--- src/hdl/mcr_pkg.sv ---
// Shared widths, types and helpers for the correlation and residual block.
// No dependencies.
package mcr_pkg;

    localparam int COUNT_BITS  = 24;
    localparam int SAMPLE_BITS = 16;

    localparam int IN_W     = 16;
    localparam int CORR_W   = 16;
    localparam int RATIO_W  = 24;
    localparam int STATUS_W = 2;
    localparam int PAIRS_W  = 25;

    localparam int CORR_FRAC  = CORR_W - 1;
    localparam int RATIO_FRAC = 16;

    localparam int N_W   = COUNT_BITS + 1;
    localparam int SUM_W = COUNT_BITS + SAMPLE_BITS;
    localparam int SQ_W  = COUNT_BITS + 2 * SAMPLE_BITS - 1;
    localparam int XP_W  = COUNT_BITS + 2 * SAMPLE_BITS;
    localparam int DT_W  = XP_W + 2;
    localparam int V_W   = 2 * COUNT_BITS + 2 * SAMPLE_BITS;
    localparam int CV_W  = V_W + 2;
    localparam int P_W   = 2 * V_W;
    localparam int CSH   = 2 * (CORR_FRAC + 1);
    localparam int D_W   = P_W + CSH;

    localparam int CQ_STEPS  = CSH + 1;
    localparam int RAT_STEPS = RATIO_W + 1;
    localparam int RSH       = RATIO_FRAC + 1;
    localparam int SQRT_BITS = CORR_FRAC + 2;

    localparam int MCNT_W = $clog2(V_W);
    localparam int DCNT_W = $clog2(CQ_STEPS);
    localparam int SCNT_W = $clog2(SQRT_BITS);

    localparam int QUEUE_DEPTH = 2;
    localparam int QPTR_W      = $clog2(QUEUE_DEPTH);
    localparam int QCNT_W      = QPTR_W + 1;

    typedef enum logic [STATUS_W-1:0] {
        STATUS_OK     = 2'd0,
        STATUS_FLAT   = 2'd1,
        STATUS_NO_RES = 2'd2
    } status_t;

    typedef enum logic [3:0] {
        ST_IDLE,
        ST_LOAD,
        ST_M_NSXX,
        ST_M_SX2,
        ST_M_NSYY,
        ST_M_SY2,
        ST_M_NSXY,
        ST_M_SXSY,
        ST_M_VV,
        ST_M_CC,
        ST_D_CORR,
        ST_SQRT,
        ST_D_RAT,
        ST_DONE
    } back_state_t;

    typedef struct packed {
        logic [N_W-1:0]         n;
        logic signed [SUM_W-1:0] sx;
        logic signed [SUM_W-1:0] sy;
        logic [SQ_W-1:0]        sxx;
        logic [SQ_W-1:0]        syy;
        logic signed [XP_W-1:0] sxy;
    } sums_t;

    function automatic logic [XP_W-1:0] mag_xp(input logic signed [XP_W-1:0] v);
        logic [XP_W-1:0] neg;
        neg = XP_W'(-v);
        return v[XP_W-1] ? neg : XP_W'(v);
    endfunction

    function automatic logic signed [XP_W-1:0] ext_sum(input logic signed [SUM_W-1:0] v);
        return {{(XP_W - SUM_W){v[SUM_W-1]}}, v};
    endfunction

endpackage

--- src/hdl/mcr_queue.sv ---
// Two-entry queue of finished sum sets between front and back end.
// Depends on mcr_pkg.
module mcr_queue (
    input  logic            clk,
    input  logic            rst_n,
    input  logic            push_valid,
    output logic            push_ready,
    input  mcr_pkg::sums_t  push_sums,
    output logic            pop_valid,
    input  logic            pop_ready,
    output mcr_pkg::sums_t  pop_sums
);

    mcr_pkg::sums_t                 entry_reg [mcr_pkg::QUEUE_DEPTH];
    logic [mcr_pkg::QPTR_W-1:0]     wr_ptr_reg;
    logic [mcr_pkg::QPTR_W-1:0]     rd_ptr_reg;
    logic [mcr_pkg::QCNT_W-1:0]     count_reg;
    logic                           do_push;
    logic                           do_pop;

    assign push_ready = count_reg != mcr_pkg::QCNT_W'(mcr_pkg::QUEUE_DEPTH);
    assign pop_valid  = count_reg != '0;
    assign pop_sums   = entry_reg[rd_ptr_reg];
    assign do_push    = push_valid && push_ready;
    assign do_pop     = pop_valid && pop_ready;

    always_ff @(posedge clk or negedge rst_n)
    begin
        if (!rst_n)
        begin
            wr_ptr_reg <= '0;
            rd_ptr_reg <= '0;
            count_reg  <= '0;
        end
        else
        begin
            if (do_push)
                wr_ptr_reg <= wr_ptr_reg + 1'b1;
            if (do_pop)
                rd_ptr_reg <= rd_ptr_reg + 1'b1;
            if (do_push && !do_pop)
                count_reg <= count_reg + 1'b1;
            else if (do_pop && !do_push)
                count_reg <= count_reg - 1'b1;
        end
    end

    always_ff @(posedge clk)
    begin
        if (do_push)
            entry_reg[wr_ptr_reg] <= push_sums;
    end

endmodule

--- config.mk ---
export PLATFORM = sky130hd
export DESIGN_NAME = mcr_queue
export DESIGN_NICKNAME = d
export VERILOG_FILES = /design/src/hdl/mcr_pkg.sv /design/src/hdl/mcr_queue.sv
export SDC_FILE = /design/constraint.sdc
export NUM_CORES = 1
export LEC_CHECK = 0
export BUFFER_PORTS_ARGS = -buffer_cell sky130_fd_sc_hd__buf_2
export CAP_MARGIN = 20
export CORE_AREA = 8 8 216 218
export CTS_BUF_LIST = sky130_fd_sc_hd__clkbuf_16
export DETAILED_ROUTE_END_ITERATION = 8
export DIE_AREA = 0 0 224 226
export PLACE_DENSITY = 0.75
export SLEW_MARGIN = 0
export SYNTH_ARGS = -nofsm -noshare
export SYNTH_HDL_FRONTEND = slang
export SYNTH_SLANG_ARGS = --single-unit
--- constraint.sdc ---
create_clock -name clk -period 12.25 [get_ports clk]
set_clock_uncertainty 0.1 [all_clocks]
set_input_delay 1.225 -clock clk [delete_from_list [all_inputs] [get_ports clk]]
set_output_delay 1.225 -clock clk [all_outputs]
set_load 0.02 [all_outputs]
==> flow_metrics.py <==
metrics = {
    "timing": {
        "rsz0062_at_grt": "no",
        "fmax_mhz": 181,
        "tightest_slew_ns": 1.12,
        "period_share_pct": 45.2,
        "fin_ws_ns": 6.71,
        "fin_tns_setup_ns": 0,
        "hold_violations": 0,
        "final.min_clock_period_ns": 5.54,
        "drv_slew": 0,
        "setup_viol": 0,
        "relSlewSlack_pct": 25.5,
    },
    "synthesis": {
        "synth_edf_count": 542,
        "synthTopCellsByArea": "edfxtp_1 81%, mux2_2 11%, mux2_4 6.0%, buf_6 0.51%, dfrtp_1 0.50%",
        "ys_seq_area_share_pct": 81.7,
        "ys_ff_latch": 546,
        "synth.distinct_cells": 16,
        "synth_top_area_cell": "edfxtp_1",
        "yosysWarnings": 0,
        "yosysTopAreaCellShare_pct": 81.2,
        "netlist_area_um2": 20100,
        "ys_top_cells_by_count": "542 x edfxtp_1, 191 x mux2_2, 80 x mux2_4, 11 x buf_4, 10 x buf_2",
        "syn_nets": 1137,
        "async_flop_share_pct": 0.733,
        "ys.flop_type": "edfxtp_1",
        "yosysMostFrequentCell": "edfxtp_1",
        "synth_area_per_cell_um2": 23.3,
        "synthCells": 861,
    },
    "detailed_routing": {
        "wire_per_inst_um": 22.1,
        "vias_per_cell": 4.95,
        "dr.pass1.iters": 5,
        "totalWireLength_mm": 46.1,
        "antenna_left": 0,
        "vias": 10300,
        "drt_iter0_drc": 793,
        "drcViolationCount": 0,
    },
    "clock_network": {
        "clock-sinks": 546,
        "ctsHoldBuffers": 0,
        "clk_latency_ns": 0.58,
        "cts_resized": 0,
        "clkTransAtPathRegs_ns": 0.06,
        "htreeDepth": 2,
        "root_buffer": "clkbuf_16",
        "clk_path_buf_depth": 3,
        "post_cts_buffers": 0,
        "cts_made_buffers": 53,
        "cts_tree": "done",
    },
    "grt": {
        "grt_overflow": 0,
        "grt_pass1_vias": 11000,
        "antenna_found_initial": 15,
        "grt_pass1_wl_mm": 65.6,
        "grt_max_degree": 82,
        "grt.total_usage_pct": 17.1,
    },
    "place": {
        "placed_area_um2": 23400,
        "place_inst": 1980,
        "portBuffers": 547,
        "gp_congestion": 0.822,
        "hpwl_mm": 32.6,
        "dp_slack_ns": 7.26,
    },
    "pwr": {
        "leakagePower_nw": 9.61,
        "powerDensity_nw_per_um2": 253,
        "ir_drop_mv": 0.206,
    },
    "worst_setup_path": {
        "worstPathArrival_ns": 4.21,
        "endpoint_kind": "primary output",
        "crit_fanout": 81,
        "critPathRequiredTime_ns": 10.93,
        "setup.worst_path.start_class": "register",
        "criticalPathCategory": "register to primary output",
    },
    "final_layout": {
        "area_growth_pct": 25.0,
        "final_cells": 2088,
        "largest_reg_flops": 542,
        "drive_gt1_share_pct": 60.8,
        "final_nets": 1719,
        "design_area_um2": 25100,
    },
    "die": {
        "dieArea_um2": 50600,
        "fp.dieH_um": 226,
        "core_um2": 43500,
        "rows": 77,
        "die_w_um": 224,
        "pin_count": 548,
        "start_util_pct": 46.2,
    },
    "outcome": {
        "outcome": "finished, final reports clean",
    },
    "job": {
        "drv_cap": 0,
    },
    "min_path": {
        "hold_class": "input port to async pin",
    },
}
==> routing by layer <==
layer	up-vias	global-route usage, %	part of all wire [%]
li1	4626	-	-
met1	5133	19.4	36
met2	467	29.6	52
met3	91	6.26	9.4
met4	10	5.99	2.7
met5	-	0	0.13
==> cells in the final DEF (no fill, tap or decap), types with 2 or more instances in the layout <==
cell type	count
buf_2	547
buf_4	10
bufinv_16	3
clkbuf_16	55
clkinv_1	8
clkinv_2	9
clkinvlp_4	2
dfrtp_1	3
diode_2	11
edfxtp_1	542
inv_1	19
mux2_2	191
mux2_4	80
nand2_1	2
xnor2_1	3
xor2_1	2
==> stage by stage <==
| stage | util [%] | hold WS, ns | power (W) |
|---|---|---|---|
| finish | 57.7 | 0.349 | 0.00634 |
| global route | 57.7 | 0.326 | 0.00660 |
| global placement | 53.8 | 0.378 | 0.00485 |
| floorplan | - | 0.356 | 0.00431 |
| detailed placement | 53.8 | 0.378 | 0.00489 |
| CTS | 57.6 | 0.305 | 0.00642 |
==> critical path, cell delays in order, from the launching register on <==
cell and delay [ns]:
dfrtp_4 1.08, buf_4 0.94, buf_4 0.83, mux2_2 0.43, buf_2 0.16
==> logic make-up (layout without fill, tap and decap cells) <==
kind of cell	count (synthesis)	after routing	share of synthesized area [%]
multiplexers	271	271	16.7
other	0	11	0
AND/OR/NAND/NOR	7	7	0.169
flip-flops	546	546	81.7
adder cells (fa/ha/maj)	1	1	0.0624
buffers and inverters	31	655	1.19
XOR/XNOR	5	5	0.218
==> final cells by class <==
class | instances | area (um2)
Clock buffer | 55 | 1380
Antenna cell | 11 | 27.5
Tap cell | 592 | 741
Clock inverter | 42 | 265
Fill cell | 3233 | 18400
Inverter | 1 | 3.75
Timing Repair Buffer | 557 | 2810
Sequential cell | 546 | 16400
Multi-Input combinational cell | 284 | 3450
==> power breakdown <==
group,internal [W],total [W],switching [W],leakage [nW]
Clock,0.000870,0.00152,0.000654,0.873
Combinational,0.000829,0.00211,0.00128,3.66
Sequential,0.00256,0.00270,0.000142,5.08
Total,0.00426,0.00634,0.00208,9.61
==> path summary, 6_finish.rpt <==
check	to	depth (start not counted)	start	slack [ns]
max	pop_sums[148]	4	rd_ptr_reg	6.71
min	wr_ptr_reg	1	rst_n	0.35
max reg2reg	entry_reg[1][224]	4	count_reg[0]	8.51
min reg2reg	count_reg[1]	1	count_reg[1]	0.39
max in group asynchronous	rd_ptr_reg	1	rst_n	11.55
min in group clk	count_reg[1]	1	count_reg[1]	0.39
Note: power is estimated with default switching activity, not from simulation.
