$ cat config.mk
export PLATFORM = sky130hd
export DESIGN_NAME = mcr_front_flat
export DESIGN_NICKNAME = d
export VERILOG_FILES = /design/src/hdl/mcr_pkg.sv /design/src/hdl/mcr_in_if.sv /design/src/hdl/mcr_front.sv /design/src/flat_wrapper.sv
export SDC_FILE = /design/constraint.sdc
export NUM_CORES = 2
export LEC_CHECK = 0
export BUFFER_PORTS_ARGS = -buffer_cell sky130_fd_sc_hd__buf_2
export CAP_MARGIN = 15
export CORE_ASPECT_RATIO = 1.75
export CORE_MARGIN = 10
export CORE_UTILIZATION = 55
export CTS_CLUSTER_DIAMETER = 60
export CTS_CLUSTER_SIZE = 10
export DETAILED_ROUTE_END_ITERATION = 10
export GPL_TIMING_DRIVEN = 0
export PLACE_DENSITY = 0.73
export SLEW_MARGIN = 5
export SYNTH_ARGS = -nofsm -noshare
export SYNTH_HDL_FRONTEND = slang
export SYNTH_SLANG_ARGS = --single-unit
$ cat constraint.sdc
create_clock -name clk -period 31.8 [get_ports clk]
set_input_delay 6.36 -clock clk [delete_from_list [all_inputs] [get_ports clk]]
set_output_delay 6.36 -clock clk [all_outputs]
set_load 0.01 [all_outputs]
$ cat src/hdl/mcr_pkg.sv
// Shared widths, types and helpers for the correlation and residual block.
// No dependencies.
package mcr_pkg;

    localparam int COUNT_BITS  = 24;
    localparam int SAMPLE_BITS = 16;

    localparam int IN_W     = 16;
    localparam int CORR_W   = 16;
    localparam int RATIO_W  = 24;
    localparam int STATUS_W = 2;
    localparam int PAIRS_W  = 25;

    localparam int CORR_FRAC  = CORR_W - 1;
    localparam int RATIO_FRAC = 16;

    localparam int N_W   = COUNT_BITS + 1;
    localparam int SUM_W = COUNT_BITS + SAMPLE_BITS;
    localparam int SQ_W  = COUNT_BITS + 2 * SAMPLE_BITS - 1;
    localparam int XP_W  = COUNT_BITS + 2 * SAMPLE_BITS;
    localparam int DT_W  = XP_W + 2;
    localparam int V_W   = 2 * COUNT_BITS + 2 * SAMPLE_BITS;
    localparam int CV_W  = V_W + 2;
    localparam int P_W   = 2 * V_W;
    localparam int CSH   = 2 * (CORR_FRAC + 1);
    localparam int D_W   = P_W + CSH;

    localparam int CQ_STEPS  = CSH + 1;
    localparam int RAT_STEPS = RATIO_W + 1;
    localparam int RSH       = RATIO_FRAC + 1;
    localparam int SQRT_BITS = CORR_FRAC + 2;

    localparam int MCNT_W = $clog2(V_W);
    localparam int DCNT_W = $clog2(CQ_STEPS);
    localparam int SCNT_W = $clog2(SQRT_BITS);

    localparam int QUEUE_DEPTH = 2;
    localparam int QPTR_W      = $clog2(QUEUE_DEPTH);
    localparam int QCNT_W      = QPTR_W + 1;

    typedef enum logic [STATUS_W-1:0] {
        STATUS_OK     = 2'd0,
        STATUS_FLAT   = 2'd1,
        STATUS_NO_RES = 2'd2
    } status_t;

    typedef enum logic [3:0] {
        ST_IDLE,
        ST_LOAD,
        ST_M_NSXX,
        ST_M_SX2,
        ST_M_NSYY,
        ST_M_SY2,
        ST_M_NSXY,
        ST_M_SXSY,
        ST_M_VV,
        ST_M_CC,
        ST_D_CORR,
        ST_SQRT,
        ST_D_RAT,
        ST_DONE
    } back_state_t;

    typedef struct packed {
        logic [N_W-1:0]         n;
        logic signed [SUM_W-1:0] sx;
        logic signed [SUM_W-1:0] sy;
        logic [SQ_W-1:0]        sxx;
        logic [SQ_W-1:0]        syy;
        logic signed [XP_W-1:0] sxy;
    } sums_t;

    function automatic logic [XP_W-1:0] mag_xp(input logic signed [XP_W-1:0] v);
        logic [XP_W-1:0] neg;
        neg = XP_W'(-v);
        return v[XP_W-1] ? neg : XP_W'(v);
    endfunction

    function automatic logic signed [XP_W-1:0] ext_sum(input logic signed [SUM_W-1:0] v);
        return {{(XP_W - SUM_W){v[SUM_W-1]}}, v};
    endfunction

endpackage

$ cat src/hdl/mcr_in_if.sv
// Sample pair channel: valid/ready handshake with paired samples and last flag.
// Depends on mcr_pkg.
interface mcr_in_if;
    logic                               valid;
    logic                               ready;
    logic signed [mcr_pkg::IN_W-1:0]    x_sample;
    logic signed [mcr_pkg::IN_W-1:0]    y_sample;
    logic                               last;

    modport source (output valid, output x_sample, output y_sample, output last,
                    input ready);
    modport sink   (input valid, input x_sample, input y_sample, input last,
                    output ready);
endinterface

$ cat src/hdl/mcr_front.sv
// Front end: accepts sample pairs, accumulates count and sums, hands off on last.
// Depends on mcr_pkg and mcr_in_if.
module mcr_front (
    input  logic            clk,
    input  logic            rst_n,
    mcr_in_if.sink          samples,
    output logic            push_valid,
    input  logic            push_ready,
    output mcr_pkg::sums_t  push_sums
);

    logic [mcr_pkg::N_W-1:0]            n_reg;
    logic signed [mcr_pkg::SUM_W-1:0]   sx_reg;
    logic signed [mcr_pkg::SUM_W-1:0]   sy_reg;
    logic [mcr_pkg::SQ_W-1:0]           sxx_reg;
    logic [mcr_pkg::SQ_W-1:0]           syy_reg;
    logic signed [mcr_pkg::XP_W-1:0]    sxy_reg;

    logic signed [mcr_pkg::SAMPLE_BITS-1:0]     xs;
    logic signed [mcr_pkg::SAMPLE_BITS-1:0]     ys;
    logic signed [2*mcr_pkg::SAMPLE_BITS-1:0]   x_sq;
    logic signed [2*mcr_pkg::SAMPLE_BITS-1:0]   y_sq;
    logic signed [2*mcr_pkg::SAMPLE_BITS-1:0]   xy;
    logic                                       accept;
    logic                                       room;
    mcr_pkg::sums_t                             acc_next;

    assign xs     = samples.x_sample[mcr_pkg::SAMPLE_BITS-1:0];
    assign ys     = samples.y_sample[mcr_pkg::SAMPLE_BITS-1:0];
    assign x_sq   = xs * xs;
    assign y_sq   = ys * ys;
    assign xy     = xs * ys;
    assign accept = samples.valid && samples.ready;
    assign room   = !n_reg[mcr_pkg::COUNT_BITS];

    assign samples.ready = push_ready;

    always_comb
    begin
        acc_next.n   = n_reg;
        acc_next.sx  = sx_reg;
        acc_next.sy  = sy_reg;
        acc_next.sxx = sxx_reg;
        acc_next.syy = syy_reg;
        acc_next.sxy = sxy_reg;
        if (room)
        begin
            acc_next.n   = n_reg + 1'b1;
            acc_next.sx  = sx_reg + {{(mcr_pkg::SUM_W - mcr_pkg::SAMPLE_BITS){xs[mcr_pkg::SAMPLE_BITS-1]}}, xs};
            acc_next.sy  = sy_reg + {{(mcr_pkg::SUM_W - mcr_pkg::SAMPLE_BITS){ys[mcr_pkg::SAMPLE_BITS-1]}}, ys};
            acc_next.sxx = sxx_reg + mcr_pkg::SQ_W'($unsigned(x_sq));
            acc_next.syy = syy_reg + mcr_pkg::SQ_W'($unsigned(y_sq));
            acc_next.sxy = sxy_reg
                + {{(mcr_pkg::XP_W - 2*mcr_pkg::SAMPLE_BITS){xy[2*mcr_pkg::SAMPLE_BITS-1]}}, xy};
        end
    end

    assign push_valid = accept && samples.last;
    assign push_sums  = acc_next;

    always_ff @(posedge clk or negedge rst_n)
    begin
        if (!rst_n)
        begin
            n_reg   <= '0;
            sx_reg  <= '0;
            sy_reg  <= '0;
            sxx_reg <= '0;
            syy_reg <= '0;
            sxy_reg <= '0;
        end
        else if (accept)
        begin
            if (samples.last)
            begin
                n_reg   <= '0;
                sx_reg  <= '0;
                sy_reg  <= '0;
                sxx_reg <= '0;
                syy_reg <= '0;
                sxy_reg <= '0;
            end
            else
            begin
                n_reg   <= acc_next.n;
                sx_reg  <= acc_next.sx;
                sy_reg  <= acc_next.sy;
                sxx_reg <= acc_next.sxx;
                syy_reg <= acc_next.syy;
                sxy_reg <= acc_next.sxy;
            end
        end
    end

endmodule

$ cat src/flat_wrapper.sv
// flat-port wrapper written by rule: the top's interface ports become plain ports
module mcr_front_flat 
  (clk, rst_n, push_valid, push_ready, push_sums, samples_valid, samples_x_sample, samples_y_sample, samples_last, samples_ready);
  mcr_in_if samples_i ();
  input  logic clk;
  input  logic rst_n;
  output logic push_valid;
  input  logic push_ready;
  output mcr_pkg::sums_t push_sums;
  input wire logic [$bits(samples_i.valid)-1:0] samples_valid;
  input wire logic [$bits(samples_i.x_sample)-1:0] samples_x_sample;
  input wire logic [$bits(samples_i.y_sample)-1:0] samples_y_sample;
  input wire logic [$bits(samples_i.last)-1:0] samples_last;
  output wire logic [$bits(samples_i.ready)-1:0] samples_ready;
  assign samples_i.valid = samples_valid;
  assign samples_i.x_sample = samples_x_sample;
  assign samples_i.y_sample = samples_y_sample;
  assign samples_i.last = samples_last;
  assign samples_ready = samples_i.ready;
  mcr_front u_core (.clk(clk), .rst_n(rst_n), .samples(samples_i), .push_valid(push_valid), .push_ready(push_ready), .push_sums(push_sums));
endmodule
==> out/metrics.csv <==
stage,metric,value,unit
drt,Residual DRC,0,
synthesis,most common cell in the netlist,inv_1,
clock_tree,root buffer cell,clkbuf_16,
floorplan,CORE AREA,0.0918,mm²
setup_path,WP data arrival,17.68,ns
sta,"Hold Vio Cnt, Final",0,
final_layout,layout cells sized above 1,6.63,%
drt,WL final,180000,µm
worst_hold_path,Worst Min Path Start,u_core.sxx_reg[37],
sta,Max Clk Rate,41.6,MHz
final_layout,Fillers,8313,
sta,Max-slew headroom,11.3,%
setup_path,slowest cell on the critical path,clkbuf_1,
place,"worst slack, placed",8.17,ns
clock_tree,CTS Buf Count,31,
final_layout,final net count,7520,
synthesis,syn nets,7172,
sta,final slew viol count,0,
place,gp weighted congestion,0.998,
drt,DRT iter0 DRCs,3354,
setup_path,peak fanout along the critical path,10,
grt,vias in the first global route,47212,
clock_tree,"Clk Latency, worst-skew pair",0.62,ns
setup_path,CP startpoint kind,input port,
clock_tree,CTS tree,built,
place,Port-buffer cells,309,
drt,Vias,44664,
setup_path,"Top cell by count, worst path",fa_1,
sta,min cycle time layout,24.04,ns
run,max-cap viol count,0,
synthesis,Synth Flop Type,dfrtp_1,
final_layout,Largest register FFs,56,
synthesis,top cell type's share of synthesized area,29.2,%
synthesis,"FF+latch count, synth",271,
drt,vias per inst,5.98,
clock_tree,post-CTS setup buffers,0,
sta,Tcrit/Tclk final,75.6,%
setup_path,FF-to-FF setup slack,27.26,ns
grt,total gr overflow,0,
grt,first-pass GRT wire length,273000,µm
floorplan,io pins,310,
worst_hold_path,Worst Hold Class,flop to flop,
run_status,run status,"complete, no violations",
setup_path,crit-path max cell delay,0.82,ns
synthesis,"Avg Cell Area, Syn",8.59,µm²
clock_tree,cts hold-fix bufs,0,
floorplan,initial core utilization,55.5,%
worst_hold_path,hold depth,1,
clock_tree,"Gates resized, CTS repair",0,
synthesis,cell taking the most area after synthesis,fa_1,
sta,setup slack after layout,7.76,ns
clock_tree,Clock Sinks,271,
clock_tree,clock slew at reported path FFs,0.06,ns
synthesis,number of synthesized flops with an enable pin,0,
synthesis,Yosys cell types,85,
setup_path,WS Path Type,input port to output pin,
synthesis,ys async rst share,100,%
grt,largest net degree at the start of global routing,104,
grt,initial antenna violation count,6,
clock_tree,# H-tree levels,1,
place,DP HPWL,147000,µm
setup_path,Worst setup startpoint,samples_y_sample[8],
final_layout,Area Overhead vs Synth,7.81,%
floorplan,die height,423,µm
drt,final antenna-violating net count,0,
grt,all-layer global routing usage,33.5,%
sta,Slew @ Worst Pin,1.33,ns
setup_path,Worst setup EP type,output pin,
floorplan,Die ar.,0.106,mm²
synthesis,"top cells by area, synth","fa_1 (29%), dfrtp_1 (13%), ha_1 (11%)",
sta,"Setup violations, final",0,
synthesis,Yosys warnings,0,
sta,final setup TNS,0,ns
setup_path,CP Data Required Time,25.44,ns
synthesis,cell area after synthesis,0.0510,mm²
drt,DRT Pass-1 Iters,7,
setup_path,FF-to-FF path depth,13,
synthesis,register area share after synthesis,13.3,%
sta,RSZ-0062 raised after global routing,no,
setup_path,worst r2r src,u_core.syy_reg[12],
clock_tree,clk buf depth,3,
synthesis,Syn Inst Count,5929,
sta,Clock Skew,0.0295,ns
drt,DR WL/cell,24.0,µm
floorplan,row cnt,147,
synthesis,most instantiated cells after synthesis,"inv_1 (1013), fa_1 (743), nand2_1 (700)",
floorplan,chip width,250,µm
[metal layers]
metal	global-route usage [%]	share of wire [%]	vias up
li1	-	-	19908
met1	35.1	34	22090
met2	56.8	48	1969
met3	7.91	8.5	695
met4	26.6	9.5	2
met5	0	0.0072	-
[worst paths after layout]
kind | end
min in group asynchronous | u_core.sxy_reg[39]
worst min-delay path | u_core.sxx_reg[37]
worst max-delay path | push_sums[101]
worst max register to register | u_core.syy_reg[53]
max in group asynchronous | u_core.sxx_reg[27]
worst min register to register | u_core.sxx_reg[37]
[final cells by class]
cell class / count / area (µm²) / share of cell area (%)
flip-flops and latches: 271 / 6780 / 12.3
clock buffers: 32 / 779 / 1.42
clock inverters: 2 / 17.5 / 0.0319
multi-input cells: 4390 / 39400 / 71.8
plain buffers: 243 / 918 / 1.67
inverters: 1025 / 3850 / 7.00
well taps: 1192 / 1490 / 2.72
repair buffers: 315 / 1670 / 3.04
diodes: 2 / 5.00 / 0.00911
[kinds of logic (layout without fill, tap and decap cells)]
family | count (synthesis) | after routing | synth area share [%]
buffers and inverters | 1268 | 1617 | 9.35
adder cells (fa/ha/maj) | 1206 | 1206 | 40.6
multiplexers | 27 | 27 | 0.575
XOR/XNOR | 358 | 358 | 6.15
AND/OR/NAND/NOR | 1514 | 1514 | 13.8
AO/OA/AOI/OAI | 1285 | 1285 | 16.2
other | 0 | 2 | 0
flip-flops | 271 | 271 | 13.3
[cells in the final DEF, fill, tap and decap left out, drive strengths merged, types with 21 or more instances in the layout]
master,instances
a21oi,253
ha,463
a21o,149
nand2b,56
nor3,37
o211ai,22
fa,743
nand2,700
buf,332
inv,1017
and2,197
o21ai,438
dfrtp,271
nand3,78
nor2,246
nor4,22
a211oi,21
o21a,29
and3,47
a22o,135
clkbuf,258
o31ai,40
a31oi,46
xor2,123
nand4,40
nor2b,33
xnor2,235
o21bai,42
[critical path, delay by kind of cell]
| kind | cells | cell delay [ns] |
|---|---|---|
| xor gates and xnor gates | 2 | 0.38 |
| and+or+nand+nor | 5 | 1.30 |
| buffers and inverters | 8 | 2.55 |
| adders and majority gates | 8 | 3.93 |
| AOI/OAI and AO/OA | 12 | 3.14 |
[per-stage QoR]
step                hold WS [ns]  utilization, %  cells  cell area (µm²)
finish                     0.493            59.9   7472            54900
global placement           0.458            58.8   7430            54000
floorplan                  0.449               -   5929            51000
CTS                        0.496            59.8   7469            54900
global route               0.524            59.8   7470            54900
detailed placement         0.482            59.0   7435            54100
Power is not shown: default switching activity piles up to over one toggle a cycle in this logic, so the estimate is an artifact.
